<file path="src/hdl/ppmc_pkg.sv">
// Shared constants and types for the prefetch policy miss counter.
// No dependencies; every other file in hdl/ imports this package.
`timescale 1ns / 1ps
`default_nettype none

package ppmc_pkg;

	// Default geometry, handed down from the top-level parameters
	localparam int LINE_SIZE_DEF    = 64;
	localparam int SET_COUNT_DEF    = 16;
	localparam int ADDRESS_BITS_DEF = 32;

	// Fixed field widths
	localparam int ADDR_PORT_W = 32;
	localparam int CNT_W       = 32;
	localparam logic [CNT_W-1:0] CNT_MAX = '1;

	// Per-transaction control into one cache
	typedef struct packed {
		logic fire;     // apply a demand lookup and fill
		logic pf_fire;  // also install the prefetch line (after the demand fill)
	} cache_ctl_t;

	// Per-transaction status out of one cache
	typedef struct packed {
		logic             miss;   // demand lookup missed
		logic [CNT_W-1:0] count;  // miss count including this lookup
	} cache_stat_t;

	function automatic logic [CNT_W-1:0] sat_inc(input logic [CNT_W-1:0] val);
		sat_inc = (val == CNT_MAX) ? val : val + CNT_W'(1);
	endfunction

endpackage

`default_nettype wire

</file>
<file path="src/hdl/ppmc_dm_cache.sv">
// Direct-mapped tag store with valid bits, optional prefetch fill and a saturating
// miss counter. Depends on ppmc_pkg.
`timescale 1ns / 1ps
`default_nettype none

module ppmc_dm_cache #(
	parameter int SET_COUNT = 16,
	parameter int TAG_W     = 27
) (
	input  wire                       clk,
	input  wire                       arst_n,
	input  wire ppmc_pkg::cache_ctl_t ctl,
	input  wire [TAG_W-1:0]           dem_line,
	input  wire [TAG_W-1:0]           pf_line,
	output ppmc_pkg::cache_stat_t     stat
);
	import ppmc_pkg::*;

	localparam int SET_W = (SET_COUNT > 1) ? $clog2(SET_COUNT) : 1;

	logic [TAG_W-1:0]     tag_q [SET_COUNT];
	logic [SET_COUNT-1:0] valid_q;
	logic [CNT_W-1:0]     count_q;

	logic [SET_W+TAG_W-1:0] dem_ext, pf_ext;
	logic [SET_W-1:0]       dem_set, pf_set;
	logic                   miss;
	logic [CNT_W-1:0]       count_nxt;

	// set = line mod SET_COUNT (power of two); widen first for tiny tags
	assign dem_ext = {{SET_W{1'b0}}, dem_line};
	assign pf_ext  = {{SET_W{1'b0}}, pf_line};
	assign dem_set = dem_ext[SET_W-1:0];
	assign pf_set  = pf_ext[SET_W-1:0];

	assign miss      = !(valid_q[dem_set] && (tag_q[dem_set] == dem_line));
	assign count_nxt = miss ? sat_inc(count_q) : count_q;

	assign stat.miss  = miss;
	assign stat.count = count_nxt;

	always_ff @(posedge clk or negedge arst_n) begin
		if (!arst_n) begin
			valid_q <= '0;
			count_q <= '0;
		end else if (ctl.fire) begin
			count_q          <= count_nxt;
			valid_q[dem_set] <= 1'b1;
			if (ctl.pf_fire) begin
				valid_q[pf_set] <= 1'b1;
			end
		end
	end

	// prefetch fill lands after the demand fill, so it wins on a shared set
	always_ff @(posedge clk) begin
		if (ctl.fire) begin
			tag_q[dem_set] <= dem_line;
			if (ctl.pf_fire) begin
				tag_q[pf_set] <= pf_line;
			end
		end
	end

endmodule

`default_nettype wire

</file>
<file path="src/hdl/ppmc_stride_pred.sv">
// Stride predictor: keeps the last address and delta; proposes a prefetch line when
// two successive deltas match and the target is not negative. Depends on ppmc_pkg.
`timescale 1ns / 1ps
`default_nettype none

module ppmc_stride_pred #(
	parameter int AW     = 32,
	parameter int OFFS_W = 6,
	parameter int TAG_W  = 27
) (
	input  wire              clk,
	input  wire              arst_n,
	input  wire              fire,
	input  wire [AW-1:0]     addr,
	output logic             pf_fire,
	output logic [TAG_W-1:0] pf_line
);
	import ppmc_pkg::*;

	logic [AW-1:0] prev_addr_q;
	logic [AW:0]   prev_delta_q;
	logic          hist_valid_q;

	logic [AW:0]   delta;
	logic [AW+1:0] target;

	assign delta  = {1'b0, addr} - {1'b0, prev_addr_q};
	// target = addr + delta, signed; top bit set means negative
	assign target = {2'b00, addr} + {delta[AW], delta};

	assign pf_fire = fire && hist_valid_q && (delta == prev_delta_q) && !target[AW+1];
	assign pf_line = target[AW:OFFS_W];

	always_ff @(posedge clk or negedge arst_n) begin
		if (!arst_n) begin
			prev_addr_q  <= '0;
			prev_delta_q <= '0;
			hist_valid_q <= 1'b0;
		end else if (fire) begin
			prev_addr_q <= addr;
			if (hist_valid_q) begin
				prev_delta_q <= delta;
			end
			hist_valid_q <= 1'b1;
		end
	end

endmodule

`default_nettype wire

</file>
<file path="src/hdl/prefetch_policy_miss_counter.sv">
// Top level of the prefetch policy miss counter: input register, three caches,
// stride predictor and result register. Depends on ppmc_pkg, ppmc_dm_cache, ppmc_stride_pred.
`timescale 1ns / 1ps
`default_nettype none

// Each input transaction carries one byte address, which is applied to three
// direct-mapped caches (no prefetch, next-line prefetch, stride prefetch) and
// produces exactly one result transaction with the three demand-miss flags, the
// stride-prediction flag and the three saturating miss counts including this
// access. The block takes one transaction per clock cycle while in_stall is low;
// the address lands in the input register, and the tag compare, fills and counter
// updates happen in the cycle it moves into the result register. The result
// register frees the input side, so a new address is accepted while a finished
// result waits, and in_stall rises only when both stages are full and out_stall
// is high. Valid bits, counters and stride history clear on reset, so the block
// is ready at once.
// LINE_SIZE and SET_COUNT must be powers of two; addresses use their low
// ADDRESS_BITS bits (capped at the 32-bit port).
module prefetch_policy_miss_counter #(
	parameter int LINE_SIZE    = ppmc_pkg::LINE_SIZE_DEF,
	parameter int SET_COUNT    = ppmc_pkg::SET_COUNT_DEF,
	parameter int ADDRESS_BITS = ppmc_pkg::ADDRESS_BITS_DEF
) (
	input  wire                                   clk,
	input  wire                                   arst_n,
	input  wire                                   in_valid,
	output logic                                  in_stall,
	input  wire  [ppmc_pkg::ADDR_PORT_W-1:0]      address,
	output logic                                  out_valid,
	input  wire                                   out_stall,
	output logic                                  miss_plain,
	output logic                                  miss_next,
	output logic                                  miss_stride,
	output logic                                  stride_predicted,
	output logic [ppmc_pkg::CNT_W-1:0]            count_plain,
	output logic [ppmc_pkg::CNT_W-1:0]            count_next,
	output logic [ppmc_pkg::CNT_W-1:0]            count_stride
);
	import ppmc_pkg::*;

	localparam int AW     = (ADDRESS_BITS < ADDR_PORT_W) ? ADDRESS_BITS : ADDR_PORT_W;
	localparam int OFFS_W = $clog2(LINE_SIZE);
	// one extra bit: next-line and stride targets can run past the last demand line
	localparam int TAG_W  = AW - OFFS_W + 1;

	// Input stage
	logic          valid_s1;
	logic [AW-1:0] address_s1;

	// Result stage
	logic             valid_s2;
	logic             miss_plain_s2, miss_next_s2, miss_stride_s2, predicted_s2;
	logic [CNT_W-1:0] count_plain_s2, count_next_s2, count_stride_s2;

	logic out_free, fire, in_take;

	logic [TAG_W-1:0] dem_line, succ_line, stride_line;
	logic             stride_fire;
	cache_ctl_t       plain_ctl, next_ctl, stride_ctl;
	cache_stat_t      plain_stat, next_stat, stride_stat;

	// Advance the result stage when it is empty or being drained
	assign out_free = !valid_s2 || !out_stall;
	assign fire     = valid_s1 && out_free;
	assign in_stall = valid_s1 && !out_free;
	assign in_take  = in_valid && !in_stall;

	assign dem_line  = {1'b0, address_s1[AW-1:OFFS_W]};
	assign succ_line = dem_line + TAG_W'(1);

	// Demand lookups only act when the transaction advances
	assign plain_ctl.fire     = fire;
	assign plain_ctl.pf_fire  = 1'b0;
	assign next_ctl.fire      = fire;
	assign next_ctl.pf_fire   = next_stat.miss;  // next-line fill after a demand miss
	assign stride_ctl.fire    = fire;
	assign stride_ctl.pf_fire = stride_fire;

	ppmc_dm_cache #(.SET_COUNT(SET_COUNT), .TAG_W(TAG_W)) u_plain (
		.clk      (clk),
		.arst_n   (arst_n),
		.ctl      (plain_ctl),
		.dem_line (dem_line),
		.pf_line  (dem_line),
		.stat     (plain_stat)
	);

	ppmc_dm_cache #(.SET_COUNT(SET_COUNT), .TAG_W(TAG_W)) u_next (
		.clk      (clk),
		.arst_n   (arst_n),
		.ctl      (next_ctl),
		.dem_line (dem_line),
		.pf_line  (succ_line),
		.stat     (next_stat)
	);

	ppmc_dm_cache #(.SET_COUNT(SET_COUNT), .TAG_W(TAG_W)) u_stride (
		.clk      (clk),
		.arst_n   (arst_n),
		.ctl      (stride_ctl),
		.dem_line (dem_line),
		.pf_line  (stride_line),
		.stat     (stride_stat)
	);

	// Stride history updates on the same edge as the caches
	ppmc_stride_pred #(.AW(AW), .OFFS_W(OFFS_W), .TAG_W(TAG_W)) u_stride_pred (
		.clk     (clk),
		.arst_n  (arst_n),
		.fire    (fire),
		.addr    (address_s1),
		.pf_fire (stride_fire),
		.pf_line (stride_line)
	);

	// Hold the input register while the result stage is blocked
	always_ff @(posedge clk or negedge arst_n) begin
		if (!arst_n) begin
			valid_s1 <= 1'b0;
		end else if (in_take) begin
			valid_s1 <= 1'b1;
		end else if (fire) begin
			valid_s1 <= 1'b0;
		end
	end

	always_ff @(posedge clk) begin
		if (in_take) begin
			address_s1 <= address[AW-1:0];
		end
	end

	// Result register: load on advance, drop once taken downstream
	always_ff @(posedge clk or negedge arst_n) begin
		if (!arst_n) begin
			valid_s2 <= 1'b0;
		end else if (out_free) begin
			valid_s2 <= valid_s1;
		end
	end

	always_ff @(posedge clk) begin
		if (fire) begin
			miss_plain_s2   <= plain_stat.miss;
			miss_next_s2    <= next_stat.miss;
			miss_stride_s2  <= stride_stat.miss;
			predicted_s2    <= stride_fire;
			count_plain_s2  <= plain_stat.count;
			count_next_s2   <= next_stat.count;
			count_stride_s2 <= stride_stat.count;
		end
	end

	assign out_valid        = valid_s2;
	assign miss_plain       = miss_plain_s2;
	assign miss_next        = miss_next_s2;
	assign miss_stride      = miss_stride_s2;
	assign stride_predicted = predicted_s2;
	assign count_plain      = count_plain_s2;
	assign count_next       = count_next_s2;
	assign count_stride     = count_stride_s2;

endmodule

`default_nettype wire

</file>
<file path="config.mk">
export PLATFORM = sky130hd
export DESIGN_NAME = prefetch_policy_miss_counter
export DESIGN_NICKNAME = d
export VERILOG_FILES = /design/src/hdl/ppmc_pkg.sv /design/src/hdl/ppmc_dm_cache.sv /design/src/hdl/ppmc_stride_pred.sv /design/src/hdl/prefetch_policy_miss_counter.sv
export SDC_FILE = /design/constraint.sdc
export NUM_CORES = 2
export LEC_CHECK = 0
export ABC_CLOCK_PERIOD_IN_PS = 8600
export BUFFER_PORTS_ARGS = -buffer_cell sky130_fd_sc_hd__buf_2
export CAP_MARGIN = 30
export CORE_ASPECT_RATIO = 0.5
export CORE_MARGIN = 5
export CORE_UTILIZATION = 40
export DETAILED_ROUTE_END_ITERATION = 10
export PLACE_DENSITY = 0.67
export SLEW_MARGIN = 20
export SYNTH_ARGS = -nofsm -noshare
export SYNTH_HDL_FRONTEND = slang
export SYNTH_SLANG_ARGS = --single-unit
</file>
<file path="constraint.sdc">
create_clock -name clk -period 8.6 [get_ports clk]
set_clock_uncertainty 0.1 [all_clocks]
set_input_delay 2.15 -clock clk [delete_from_list [all_inputs] [get_ports clk]]
set_output_delay 2.15 -clock clk [all_outputs]
set_load 0.005 [all_outputs]
</file>
==> flow_metrics.env <==
export IMPL_dp_hpwl_um=147000
export IMPL_clockBufferDepth=3
export IMPL_worst_pin_slew_ns=1.09
export IMPL_synth_top_area_share=0.536
export IMPL_path_common_cell="o21ai_0"
export IMPL_ys_seq_area_frac=0.604
export IMPL_grt_max_degree=125
export IMPL_cp_start_kind="flip-flop"
export IMPL_period_share=0.928
export IMPL_overflow=0
export IMPL_synth_seq_cells=1628
export IMPL_cp_max_fo=75
export IMPL_drc=0
export IMPL_cts_root_buf="clkbuf_16"
export IMPL_postPlaceCellArea_um2=82200
export IMPL_clkSlewWorstSetupHoldPaths_ns=0.07
export IMPL_leakagePower_nw=30.1
export IMPL_routedWlPerCell_um=28.1
export IMPL_cpLargestDelayFamily="compound AO/OA/AOI/OAI gates"
export IMPL_drt_iter0_drc=6335
export IMPL_cp_slowest_stage_delay_ns=0.64
export IMPL_pre_cts_slack_ns=0.791
export IMPL_gp_congestion=0.927
export IMPL_grt_util_all_layers=0.216
export IMPL_grt_pass1_wl_um=333000
export IMPL_die_y_um=324
export IMPL_yosys_most_used_dff="edfxtp_1"
export IMPL_synth_edf_count=1412
export IMPL_numCtsBuffers=152
export IMPL_yosysMostFrequentCell="edfxtp_1"
export IMPL_required_ns=8.97
export IMPL_die_x_um=639
export IMPL_final_area_um2=87400
export IMPL_grt_pass1_vias=48400
export IMPL_cts_tree="done"
export IMPL_period_minus_slack_ns=7.98
export IMPL_io_pins=138
export IMPL_io_buffers=137
export IMPL_hold_viol=0
export IMPL_yosys_top_cells_area="edfxtp_1 54%, mux4_2 11%, dfrtp_1 6.7%"
export IMPL_start_util=0.402
export IMPL_max_freq_mhz=125
export IMPL_layout_nets=5441
export IMPL_ys_warnings_count=0
export IMPL_powerDensity_nw_per_um2=248
export IMPL_synth_common_cells="1412 x edfxtp_1, 421 x clkbuf_1, 384 x mux4_2, 335 x xnor2_1, 320 x nand2_1"
export IMPL_clock_sinks=1628
export IMPL_area_delta_synth_final_pct=10.6
export IMPL_htreeDepth=4
export IMPL_arrival_ns=8.35
export IMPL_postSynthAreaPerCell_um2=14.6
export IMPL_holdBufCountCts=0
export IMPL_grt_antenna_before_repair=15
export IMPL_die_area_um2=207000
export IMPL_critical_path_slowest_cell="a21boi_0"
export IMPL_cts_resized_gates=0
export IMPL_via_per_inst=6.01
export IMPL_status="completed"
export IMPL_clk_latency_ns=0.79
export IMPL_synth_top_family_by_area="multiplexers"
export IMPL_core_rowCount=115
export IMPL_synth_fa_ha_area_frac=0.0118
export IMPL_syn_inst=5430
export IMPL_hold_path_class="flip-flop to flip-flop"
export IMPL_setup_tns_final_ns=0
export IMPL_antenna_left=0
export IMPL_cp_num_buf_inv=4
export IMPL_path_cells="inv_1 -> ha_1 -> inv_1 -> fa_1 -> a21o_1 -> a221oi_1 -> o21ai_0 -> xor2_1 -> ha_1 -> o21ai_0 -> a211oi_1 -> o2111ai_1 -> a21boi_0 -> o31ai_1 -> o21ai_0 -> o2111ai_1 -> nor4_2 -> buf_12 -> nand4_4 -> nand2_1 -> buf_4"
export IMPL_vias=48700
export IMPL_slew_headroom=0.266
export IMPL_worst_slack_ns=0.618
export IMPL_drive_gt1_frac=0.244
export IMPL_setup_violations=0
export IMPL_syn_area_um2=79100
export IMPL_core_area_um2=197000
export IMPL_rsz0062_at_grt="no"
export IMPL_ir_drop_mv=0.267
export IMPL_synth_top_area_cell="edfxtp_1"
export IMPL_path_class="flip-flop to flip-flop"
export IMPL_synth_compound_area_frac=0.0486
export IMPL_synth_cell_types=92
export IMPL_drv_cap=0
export IMPL_drv_slew=0
export IMPL_synthArstFlopShare=0.130
export IMPL_drt_total_wl_um=228000
export IMPL_drt_pre_antenna_iters=6
export IMPL_synth_simple_gate_area_frac=0.0857
export IMPL_post_cts_setup_buffer_count=0
export IMPL_end_kind="flip-flop"
export IMPL_synth_xor_area_frac=0.0614
export IMPL_synth_mux_area_frac=0.149
## stage by stage
step	utilization	instances	power, W	hold slack (ns)
after global placement	0.418	7797	0.0145	0.346
after detailed placement	0.418	7804	0.0146	0.348
after global routing	0.445	8087	0.0224	0.380
final	0.445	8093	0.0217	0.367
after floorplan	-	5437	0.0126	0.329
after CTS	0.444	8082	0.0216	0.363
## routing by layer
| layer | GRT usage | up-vias | share of wire |
|---|---|---|---|
| met5 | 0 | - | 0.00010 |
| met4 | 0.0730 | 4 | 0.036 |
| met3 | 0.0560 | 472 | 0.12 |
| met2 | 0.325 | 2774 | 0.45 |
| met1 | 0.304 | 25200 | 0.40 |
| li1 | - | 20200 | - |
## flip-flops by register name, indices dropped and copies added, names as in the netlist, 33 cells and up, named ones only
register	flops
u_next.tag_q	432
u_stride.tag_q	432
u_stride_pred.prev_delta_q	33
u_plain.tag_q	416
## cells in the final DEF (no fill, tap or decap), types with 31 or more instances in the layout
cell type  Yosys  routed
edfxtp_1    1412    1412
mux4_2       384     384
xnor2_1      335     330
nand2_1      320     313
nor2_1       227     225
dfrtp_1      212     212
nand3_1      200     200
xor2_1       196     194
mux2_2       193     193
buf_4         26     170
clkbuf_16      0     156
nand4_1      147     147
buf_2         77     136
o2bb2ai_1    112     112
inv_1        120     103
a21bo_2       94      94
o21ai_0       87      87
mux2i_1       84      84
nor3_1        76      75
ha_1          73      73
a21oi_1       72      71
and2_1        59      59
and3_1        57      57
nand2b_1      48      47
clkinv_1       0      31
## worst paths after layout
| kind | slack, ns | depth (start not counted) | startpoint | to |
|---|---|---|---|---|
| max in group asynchronous | 5.77 | 2 | arst_n | u_plain.count_q[13]$_DFFE_PN0P_ |
| hold reg to reg | 0.37 | 1 | u_plain.valid_q[11]$_DFFE_PN0P_ | u_plain.valid_q[11]$_DFFE_PN0P_ |
| setup / recovery | 0.62 | 21 | address_s1[0]$_DFFE_PP_ | u_stride.tag_q[4][9]$_DFFE_PP_ |
| hold / removal | 0.37 | 1 | u_plain.valid_q[11]$_DFFE_PN0P_ | u_plain.valid_q[11]$_DFFE_PN0P_ |
| min in group asynchronous | 1.26 | 1 | arst_n | u_stride_pred.prev_addr_q[28]$_DFFE_PN0P_ |
| setup reg to reg | 0.62 | 21 | address_s1[0]$_DFFE_PP_ | u_stride.tag_q[4][9]$_DFFE_PP_ |
## power by group
| part | internal [W] | leakage (nW) | total (W) | switching, W |
|---|---|---|---|---|
| registers | 0.00900 | 15.5 | 0.00926 | 0.000261 |
| logic | 0.00174 | 12.1 | 0.00533 | 0.00359 |
| clock network | 0.00402 | 2.48 | 0.00708 | 0.00305 |
## final cells by class
type | count | area, um^2
Fill cell | 17100 | 109000
Sequential cell | 1628 | 47800
Multi-Input combinational cell | 3100 | 28300
Clock buffer | 193 | 4130
Tap cell | 2632 | 3290
Timing Repair Buffer | 329 | 2390
Clock inverter | 85 | 1010
Inverter | 120 | 458
Antenna cell | 6 | 15.0
## logic make-up after synthesis
kind of cell,count (synthesis)
flops,1628
mux,668
simple gates,1305
xor+xnor,540
fa+ha+maj,74
compound gates,505
other cells,1
buf+inv,709
Power figures use the tool's default switching activity.
